===== config.mk =====
export PLATFORM = sky130hd
export DESIGN_NAME = tone_pattern_sequencer_top
export DESIGN_NICKNAME = d
export VERILOG_FILES = /design/src/rtl/core/tps_pkg.sv /design/src/rtl/core/tps_ctrl.sv /design/src/rtl/core/tps_datapath.sv /design/src/rtl/core/tone_pattern_sequencer_top.sv
export SDC_FILE = /design/constraint.sdc
export NUM_CORES = 1
export LEC_CHECK = 0
export ABC_AREA = 1
export BUFFER_PORTS_ARGS = -buffer_cell sky130_fd_sc_hd__clkbuf_2
export CAP_MARGIN = 0
export CELL_PAD_IN_SITES_DETAIL_PLACEMENT = 1
export CELL_PAD_IN_SITES_GLOBAL_PLACEMENT = 2
export CORE_AREA = 2 2 241 267
export DETAILED_ROUTE_END_ITERATION = 10
export DIE_AREA = 0 0 243 269
export PLACE_DENSITY_LB_ADDON = 0.1
export SYNTH_ARGS = -nofsm -noshare
export SYNTH_HDL_FRONTEND = slang
export SYNTH_SLANG_ARGS = --single-unit
export TNS_END_PERCENT = 20

===== constraint.sdc =====
create_clock -name clk_i -period 6.2 [get_ports clk_i]
set_input_delay 0.62 -clock clk_i [delete_from_list [all_inputs] [get_ports clk_i]]
set_output_delay 0.62 -clock clk_i [all_outputs]
set_load 0.02 [all_outputs]

===== src/rtl/core/tps_pkg.sv =====
// tone pattern sequencer package: sizes, command codes, payload structs
// and the control/status structs shared by the controller and datapath
// no dependencies

package tps_pkg;

  // table geometry
  localparam int MaxEntries = 8;
  localparam int IdxW       = $clog2(MaxEntries);
  localparam int CountW     = $clog2(MaxEntries + 1);
  localparam logic [CountW-1:0] MaxCount = CountW'(MaxEntries);

  // field widths
  localparam int CmdW   = 2;
  localparam int FreqW  = 16;
  localparam int TicksW = 16;
  localparam int ClkW   = 20;
  localparam int DivW   = 8;

  localparam logic [ClkW-1:0] ToneClockReset = ClkW'(31250);
  localparam logic [DivW-1:0] DivSat         = {DivW{1'b1}};

  // serial divider: one quotient bit per step
  localparam int DivSteps = ClkW;
  localparam int DivCntW  = $clog2(DivSteps);
  localparam logic [DivCntW-1:0] DivLastStep = DivCntW'(DivSteps - 1);

  // command codes
  typedef enum logic [CmdW-1:0] {
    CmdTick  = 2'd0,
    CmdWrite = 2'd1,
    CmdStart = 2'd2,
    CmdNop   = 2'd3
  } cmd_e;

  // input transaction
  typedef struct packed {
    logic [CmdW-1:0]   cmd;
    logic [2:0]        entry_index;
    logic [FreqW-1:0]  tone_freq;
    logic [TicksW-1:0] audible_ticks;
    logic [TicksW-1:0] silent_ticks;
    logic [3:0]        entry_count;
  } item_t;

  // result transaction
  typedef struct packed {
    logic            tone_on;
    logic [DivW-1:0] tone_divider;
    logic            tone_restart;
    logic            busy_res;
  } result_t;

  // one table entry
  typedef struct packed {
    logic [FreqW-1:0]  freq;
    logic [TicksW-1:0] audible;
    logic [TicksW-1:0] silent;
  } entry_t;

  // controller to datapath
  typedef struct packed {
    logic latch;
    logic exec;
    logic div_load;
    logic div_step;
    logic div_wb;
  } ctrl_t;

  // datapath to controller
  typedef struct packed {
    logic div_needed;
    logic div_last;
  } status_t;

  // controller states
  typedef enum logic [2:0] {
    StIdle,
    StExec,
    StDivLoad,
    StDivRun,
    StDivWb,
    StResp
  } state_e;

endpackage


===== src/rtl/core/tps_ctrl.sv =====
// tone pattern sequencer controller: sequences latch, execute, divide (only
// when the datapath needs it) and respond for each transaction
// depends on tps_pkg

module tps_ctrl (
  input  logic             clk_i,
  input  logic             rst_ni,
  input  logic             start,
  input  tps_pkg::status_t status_i,
  output tps_pkg::ctrl_t   ctrl_o,
  output logic             busy,
  output logic             result_valid_o
);

  tps_pkg::state_e state_q, state_d;

  // state register
  always_ff @(posedge clk_i or negedge rst_ni) begin
    if (!rst_ni) begin
      state_q <= tps_pkg::StIdle;
    end else begin
      state_q <= state_d;
    end
  end

  // next state
  always_comb begin
    state_d = state_q;
    unique case (state_q)
      tps_pkg::StIdle: begin
        if (start) state_d = tps_pkg::StExec;
      end
      tps_pkg::StExec: begin
        state_d = status_i.div_needed ? tps_pkg::StDivLoad : tps_pkg::StResp;
      end
      tps_pkg::StDivLoad: begin
        state_d = tps_pkg::StDivRun;
      end
      tps_pkg::StDivRun: begin
        if (status_i.div_last) state_d = tps_pkg::StDivWb;
      end
      tps_pkg::StDivWb: begin
        state_d = tps_pkg::StResp;
      end
      tps_pkg::StResp: begin
        state_d = tps_pkg::StIdle;
      end
      default: begin
        state_d = tps_pkg::StIdle;
      end
    endcase
  end

  // outputs
  always_comb begin
    ctrl_o         = '0;
    busy           = (state_q != tps_pkg::StIdle);
    result_valid_o = 1'b0;
    unique case (state_q)
      tps_pkg::StIdle:    ctrl_o.latch    = start;
      tps_pkg::StExec:    ctrl_o.exec     = 1'b1;
      tps_pkg::StDivLoad: ctrl_o.div_load = 1'b1;
      tps_pkg::StDivRun:  ctrl_o.div_step = 1'b1;
      tps_pkg::StDivWb:   ctrl_o.div_wb   = 1'b1;
      tps_pkg::StResp:    result_valid_o  = 1'b1;
      default:            ctrl_o          = '0;
    endcase
  end

`ifndef SYNTHESIS
  // a response always returns to idle
  assert property (@(posedge clk_i) disable iff (!rst_ni)
    (state_q == tps_pkg::StResp) |=> (state_q == tps_pkg::StIdle))
    else $error("controller did not return to idle after response");

  // the divider only runs after a load
  assert property (@(posedge clk_i) disable iff (!rst_ni)
    $rose(ctrl_o.div_step) |-> $past(ctrl_o.div_load))
    else $error("divider stepped without load");

  // an accepted command is always executed next
  assert property (@(posedge clk_i) disable iff (!rst_ni)
    ctrl_o.latch |=> ctrl_o.exec)
    else $error("latched command not executed");
`endif

endmodule


===== src/rtl/core/tps_datapath.sv =====
// tone pattern sequencer datapath: tone table, playback state, tick timer
// and the restoring serial divider for the tone divider value
// depends on tps_pkg

module tps_datapath (
  input  logic                         clk_i,
  input  logic                         rst_ni,
  input  logic                         cfg_we_i,
  input  logic [tps_pkg::ClkW-1:0]     cfg_wdata_i,
  input  tps_pkg::item_t               item_i,
  input  tps_pkg::ctrl_t               ctrl_i,
  output tps_pkg::status_t             status_o,
  output tps_pkg::result_t             result_o
);

  // tone table, undefined until written
  tps_pkg::entry_t table_q [tps_pkg::MaxEntries];

  tps_pkg::item_t item_q;

  logic [tps_pkg::ClkW-1:0]   tone_clock_q;
  logic [tps_pkg::CountW-1:0] play_count_q, play_count_d;
  logic [tps_pkg::CountW-1:0] play_index_q, play_index_d;
  logic                       playing_q, playing_d;
  logic                       start_pending_q, start_pending_d;
  logic [tps_pkg::TicksW-1:0] tick_timer_q, tick_timer_d;
  logic                       in_audible_q, in_audible_d;
  logic [tps_pkg::DivW-1:0]   divider_q;
  logic                       restart_q, restart_d;

  // divider registers
  logic [tps_pkg::FreqW-1:0]   rem_q;
  logic [tps_pkg::ClkW-1:0]    quo_q;
  logic [tps_pkg::FreqW-1:0]   den_q;
  logic [tps_pkg::DivCntW-1:0] div_cnt_q;

  tps_pkg::entry_t            cur_entry;
  logic                       need_div;
  logic                       begin_req;
  logic [tps_pkg::CountW-1:0] begin_idx;
  logic [tps_pkg::TicksW:0]   next_cnt;
  logic [tps_pkg::FreqW:0]    shifted;
  logic                       q_bit;

  assign cur_entry = table_q[play_index_q[tps_pkg::IdxW-1:0]];
  assign next_cnt  = {1'b0, tick_timer_q} + {{tps_pkg::TicksW{1'b0}}, 1'b1};

  // command latch and table writes
  always_ff @(posedge clk_i) begin
    if (ctrl_i.latch) item_q <= item_i;
    if (ctrl_i.exec && (tps_pkg::cmd_e'(item_q.cmd) == tps_pkg::CmdWrite)) begin
      table_q[item_q.entry_index] <= '{freq:    item_q.tone_freq,
                                       audible: item_q.audible_ticks,
                                       silent:  item_q.silent_ticks};
    end
  end

  // command execution: tick sequencing, start and entry begin
  always_comb begin
    play_count_d    = play_count_q;
    play_index_d    = play_index_q;
    playing_d       = playing_q;
    start_pending_d = start_pending_q;
    tick_timer_d    = tick_timer_q;
    in_audible_d    = in_audible_q;
    restart_d       = restart_q;
    need_div        = 1'b0;
    begin_req       = 1'b0;
    begin_idx       = '0;
    if (ctrl_i.exec) begin
      restart_d = 1'b0;
      unique case (tps_pkg::cmd_e'(item_q.cmd))
        tps_pkg::CmdTick: begin
          priority if (start_pending_q) begin
            start_pending_d = 1'b0;
            begin_req       = 1'b1;
            begin_idx       = '0;
          end else if (!playing_q || (play_count_q == '0) ||
                       (play_index_q >= tps_pkg::MaxCount)) begin
            // idle tick, nothing changes
          end else if (in_audible_q) begin
            if (next_cnt > {1'b0, cur_entry.audible}) begin
              if (cur_entry.silent != '0) begin
                in_audible_d = 1'b0;
                tick_timer_d = '0;
              end else begin
                begin_req = 1'b1;
                begin_idx = play_index_q + tps_pkg::CountW'(1);
              end
            end else begin
              tick_timer_d = next_cnt[tps_pkg::TicksW-1:0];
            end
          end else begin
            if (next_cnt > {1'b0, cur_entry.silent}) begin
              begin_req = 1'b1;
              begin_idx = play_index_q + tps_pkg::CountW'(1);
            end else begin
              tick_timer_d = next_cnt[tps_pkg::TicksW-1:0];
            end
          end
        end
        tps_pkg::CmdWrite: begin
          // table write handled in the clocked block
        end
        tps_pkg::CmdStart: begin
          play_count_d    = (item_q.entry_count > tps_pkg::MaxCount) ?
                            tps_pkg::MaxCount : item_q.entry_count;
          start_pending_d = 1'b1;
        end
        tps_pkg::CmdNop: begin
          // status only
        end
      endcase

      // begin next entry or finish the pattern
      if (begin_req) begin
        tick_timer_d = '0;
        play_index_d = begin_idx;
        if ((begin_idx < play_count_q) && (begin_idx < tps_pkg::MaxCount)) begin
          in_audible_d = 1'b1;
          playing_d    = 1'b1;
          restart_d    = 1'b1;
          need_div     = 1'b1;
        end else begin
          playing_d    = 1'b0;
          in_audible_d = 1'b0;
          play_count_d = '0;
          play_index_d = '0;
        end
      end
    end
  end

  // playback state and configuration
  always_ff @(posedge clk_i or negedge rst_ni) begin
    if (!rst_ni) begin
      tone_clock_q    <= tps_pkg::ToneClockReset;
      play_count_q    <= '0;
      play_index_q    <= '0;
      playing_q       <= 1'b0;
      start_pending_q <= 1'b0;
      tick_timer_q    <= '0;
      in_audible_q    <= 1'b0;
      restart_q       <= 1'b0;
      divider_q       <= '0;
    end else begin
      if (cfg_we_i) tone_clock_q <= cfg_wdata_i;
      play_count_q    <= play_count_d;
      play_index_q    <= play_index_d;
      playing_q       <= playing_d;
      start_pending_q <= start_pending_d;
      tick_timer_q    <= tick_timer_d;
      in_audible_q    <= in_audible_d;
      restart_q       <= restart_d;
      // saturate the quotient; a zero frequency gives all ones and saturates
      if (ctrl_i.div_wb) begin
        divider_q <= (quo_q[tps_pkg::ClkW-1:tps_pkg::DivW] != '0) ?
                     tps_pkg::DivSat : quo_q[tps_pkg::DivW-1:0];
      end
    end
  end

  // restoring divider step: one quotient bit per cycle while div_step is high
  assign shifted = {rem_q, quo_q[tps_pkg::ClkW-1]};
  assign q_bit   = (shifted >= {1'b0, den_q});

  always_ff @(posedge clk_i) begin
    if (ctrl_i.div_load) begin
      rem_q     <= '0;
      quo_q     <= tone_clock_q;
      den_q     <= cur_entry.freq;
      div_cnt_q <= '0;
    end else if (ctrl_i.div_step) begin
      rem_q     <= q_bit ? tps_pkg::FreqW'(shifted - {1'b0, den_q}) :
                           shifted[tps_pkg::FreqW-1:0];
      quo_q     <= {quo_q[tps_pkg::ClkW-2:0], q_bit};
      div_cnt_q <= div_cnt_q + tps_pkg::DivCntW'(1);
    end
  end

  // status to the controller
  assign status_o.div_needed = need_div;
  assign status_o.div_last   = (div_cnt_q == tps_pkg::DivLastStep);

  // result fields
  assign result_o.tone_on      = playing_q & in_audible_q;
  assign result_o.tone_divider = divider_q;
  assign result_o.tone_restart = restart_q;
  assign result_o.busy_res     = start_pending_q | playing_q;

endmodule


===== src/rtl/core/tone_pattern_sequencer_top.sv =====
// tone pattern sequencer top level: joins the controller and datapath
// depends on tps_pkg, tps_ctrl, tps_datapath

// A command transaction is taken when start is high and busy is low, and
// exactly one result follows, shown for a single cycle with result_valid_o;
// the receiver cannot stall it. Writes, starts, no-op commands and ticks that
// do not begin a new table entry pass through the execute and respond states;
// a tick that begins a new entry also loads, runs and writes back the 20-step
// restoring divider for tone_clock_hz / tone_freq between those two states.
// Busy stays high until the result is shown. The tone clock register may be
// written only while busy is low.

module tone_pattern_sequencer_top (
  input  logic                     clk_i,
  input  logic                     rst_ni,
  input  logic                     cfg_we_i,
  input  logic [tps_pkg::ClkW-1:0] cfg_wdata_i,
  input  logic                     start,
  output logic                     busy,
  input  tps_pkg::item_t           item_i,
  output logic                     result_valid_o,
  output tps_pkg::result_t         result_o
);

  tps_pkg::ctrl_t   ctrl;
  tps_pkg::status_t status;

  // sequencing controller
  tps_ctrl u_ctrl (
    .clk_i          (clk_i),
    .rst_ni         (rst_ni),
    .start          (start),
    .status_i       (status),
    .ctrl_o         (ctrl),
    .busy           (busy),
    .result_valid_o (result_valid_o)
  );

  // table, playback state and divider
  tps_datapath u_datapath (
    .clk_i       (clk_i),
    .rst_ni      (rst_ni),
    .cfg_we_i    (cfg_we_i),
    .cfg_wdata_i (cfg_wdata_i),
    .item_i      (item_i),
    .ctrl_i      (ctrl),
    .status_o    (status),
    .result_o    (result_o)
  );

`ifndef SYNTHESIS
  // an accepted transaction keeps the block busy
  assert property (@(posedge clk_i) disable iff (!rst_ni)
    (start && !busy) |=> busy)
    else $error("busy not raised after accepted transaction");

  // results are single-cycle strobes inside a busy window
  assert property (@(posedge clk_i) disable iff (!rst_ni)
    result_valid_o |-> busy)
    else $error("result outside busy window");

  // a restarted entry always starts in its audible part
  assert property (@(posedge clk_i) disable iff (!rst_ni)
    (result_valid_o && result_o.tone_restart) |-> result_o.tone_on)
    else $error("restart without tone on");

  // tone on implies playback is active
  assert property (@(posedge clk_i) disable iff (!rst_ni)
    (result_valid_o && result_o.tone_on) |-> result_o.busy_res)
    else $error("tone on while not busy");
`endif

endmodule

==> results.txt <==
Detailed Route Iter0 Violations: 766
global-route wire length before repair: 96.1 mm
Area Overhead vs Synth: 15.0%
fin. max-slew vios: 0
main flop type after synthesis: edfxtp_1
total CTS buffers: 61
share of cells above drive strength 1: 12.2%
leakage: 10.5 nW
Worst-Skew Late Latency: 0.62 ns
Total GRT Usage: 19.2%
Worst Setup End Kind: register
status: finished, final reports clean
Die Span X: 243 µm
via count: 15369
mean post-synth cell area: 11.4 µm²
CP max stage cell: inv_2
number of post-CTS setup repair buffers: 0
internal power component: 7.20 mW
Post-CTS Hold Buffers: 0
I/O Buffers: 93
simple-gate share of the synthesized area: 12.8%
part of the power in combinational logic: 12.1%
met3 WL: 1.70 mm
drt via density: 5.02
Max Used Layer: met4
1st-pass router iterations: 5
Syn Nets: 2210
register area share after synthesis: 68.7%
fmax: 206 MHz
CTS tree: yes
CTS sink cnt: 557
Rel. slew slack: 22.9%
core box area: 0.0629 mm²
CTS root buf: clkbuf_16
Tcrit/Tclk final: 78.2%
Routed Antenna Nets: 0
Crit path buffers/inverters: 1
GPL Wtd Cong: 0.809
WP data arrival: 5.38 ns
mux cell area share after synthesis: 0.763%
Startpoint Class: register
Multi-input gate area: 0.00619 mm²
Max Cap Violations: 0
CP peak stage delay: 0.70 ns
DP Area: 0.0251 mm²
Synth warnings: 0
worst-path fanout max: 43
worst setup margin: 1.35 ns
Slew @ Worst Pin: 1.15 ns
Setup TNS Final: 0 ns
grt ovf: 0
DP Wirelength: 37.1 mm
synthesized area: 0.0236 mm²
CTS Buffer Depth: 3
Reg clk slew, reported paths: 0.06 ns
fin crit period: 4.85 ns
sequential share of power: 48.8%
fin cells: 3063
Pwr per Cell Area: 360 mW/mm²
routed length per instance: 20.3 µm
compound-cell area share of the yosys netlist: 8.45%
Final Hold Fails: 0
#FFs+latches synth: 557
Yosys cell types: 46
Initial Util: 37.6%
placed cells: 2948
CP dominant cell by count: nand2_1
Worst Skew: 0.0134 ns
most common cell after layout, fill and taps aside: edfxtp_1
clock power share: 39.1%
Post-Synth XOR/XNOR Area: 0.890%
std cell rows: 97
vias in the first global route: 16369
most frequent cells in the layout: edfxtp_1 (477), nand2_1 (367), nor2_1 (225)
RSZ-0062 raised after global routing: false
antenna violations before repair: 1
ys async rst share: 10.6%
Hold WS: 0.169 ns
Reg area: 0.0162 mm²
final WL: 62.2 mm
FILL cells: 6792
number of H-tree levels: 2
Syn Inst Count: 2073
Switch Pwr: 2.58 mW
WL met1: 27.0 mm
PostCTS Resize Cnt: 0
io pins: 94
switching share of total power: 26.4%
post-route cell area: 0.0272 mm²
peak supply drop: 0.000201 V
fin nets: 2307
WP data required: 6.73 ns
dpl ws: 1.29 ns
Synth Area in Adders: 3.00%
CP delay by family, top: simple AND/OR/NAND/NOR gates
DRC Markers: 0
largest net degree at the start of global routing: 153
Worst Hold Class: input port to register
met2 wire length: 31.8 mm
die footprint: 0.0654 mm²
Final setup viols: 0
EDFF count, synth: 477
Antenna Cells: 0
largest family of logic cells by synthesized area: simple AND/OR/NAND/NOR gates
CP Class: register to register
die height: 269 µm
==> cell type report <==
cell class                      instances  share of cell area, %
Clock inverter                         46                   1.99
Multi-Input combinational cell       1198                   22.8
Tap cell                              841                   3.87
Timing Repair Buffer                  124                   2.66
Clock buffer                           69                   5.73
Sequential cell                       557                   59.8
Inverter                              228                   3.16
==> synth_stat cells (8+ instances only) <==
library cell | n | share of area, %
xnor2_1 | 10 | 0.37
o21ai_0 | 211 | 4.5
xor2_1 | 14 | 0.52
o211ai_1 | 20 | 0.64
nand3_1 | 109 | 2.3
ha_1 | 55 | 2.9
nor2_1 | 232 | 3.7
nor3_1 | 17 | 0.36
o221ai_1 | 15 | 0.56
nand2_1 | 367 | 5.8
o22ai_1 | 41 | 1.1
dfrtp_1 | 52 | 5.5
a31oi_1 | 19 | 0.50
inv_1 | 222 | 3.5
dfxtp_1 | 21 | 1.8
nand4_1 | 8 | 0.21
buf_2 | 14 | 0.30
a21oi_1 | 34 | 0.72
clkbuf_1 | 61 | 0.97
edfxtp_1 | 477 | 61
mux2_2 | 16 | 0.76
==> through the flow <==
stage               total power [mW]  util, %
floorplan                       5.58        -
global route                    10.2     43.2
finish                          9.78     43.2
CTS                             9.93     43.2
global placement                6.03     39.9
detailed placement              6.07     39.9
==> sequential cells by signal (all words and copies together) (netlist names) <==
register	flops
u_datapath.div_cnt_q	5
u_datapath.rem_q	16
u_datapath.table_q	384
u_datapath.start_pending_q	1
u_datapath.quo_q	20
u_datapath.playing_q	1
u_datapath.den_q	16
u_datapath.tick_timer_q	16
u_datapath.restart_q	1
u_datapath.divider_q	8
u_datapath.item_q	57
u_datapath.tone_clock_q	20
u_ctrl.state_q	3
u_datapath.play_count_q	4
u_datapath.in_audible_q	1
u_datapath.play_index_q	4
==> metal layers <==
| metal | track usage (%) | up-vias |
|---|---|---|
| met5 | 0 | - |
| met2 | 35.4 | 188 |
| met3 | 2.72 | 94 |
| met1 | 23.2 | 7727 |
| met4 | 5.82 | 0 |
| li1 | - | 7360 |
==> power by group through the flow <==
stage	registers, mW	clock network (mW)	logic [mW]
6_report	4.77	3.83	1.19
5_1_grt	4.82	4.06	1.37
4_1_cts	4.78	3.93	1.22
3_5_place_dp	4.85	0	1.21
3_3_place_gp	4.84	0	1.19
2_1_floorplan	4.76	0	0.825
==> worst paths after layout <==
path	start	end	slack, ns	cells after the start
worst max-delay path	u_datapath.play_index_q[1]	u_datapath.play_count_q[0]	1.35	25
worst min-delay path	item_i[42]	u_datapath.item_q[42]	0.17	1
worst max register to register	u_datapath.play_index_q[1]	u_datapath.play_count_q[0]	1.35	25
worst min register to register	u_datapath.rem_q[15]	u_datapath.rem_q[15]	0.48	2
max in group asynchronous	rst_ni	u_datapath.play_index_q[1]	5.37	2
min in group asynchronous	rst_ni	u_datapath.divider_q[0]	0.18	2
==> logic make-up after synthesis <==
| kind of cell | after synthesis |
|---|---|
| compound gates | 355 |
| simple gates | 747 |
| flops | 557 |
| fa+ha+maj | 56 |
| xor+xnor | 24 |
| mux | 16 |
| buf+inv | 318 |
==> worst register-to-register path: cells and delay by family, from the launching register on <==
family	cells	cell delay, ns
and+or+nand+nor	18	2.00
DFF	1	0.49
AOI/OAI and AO/OA	4	0.89
adders and majority gates	2	0.69
buffers and inverters	1	0.70
(Power assumes the default switching activity.)
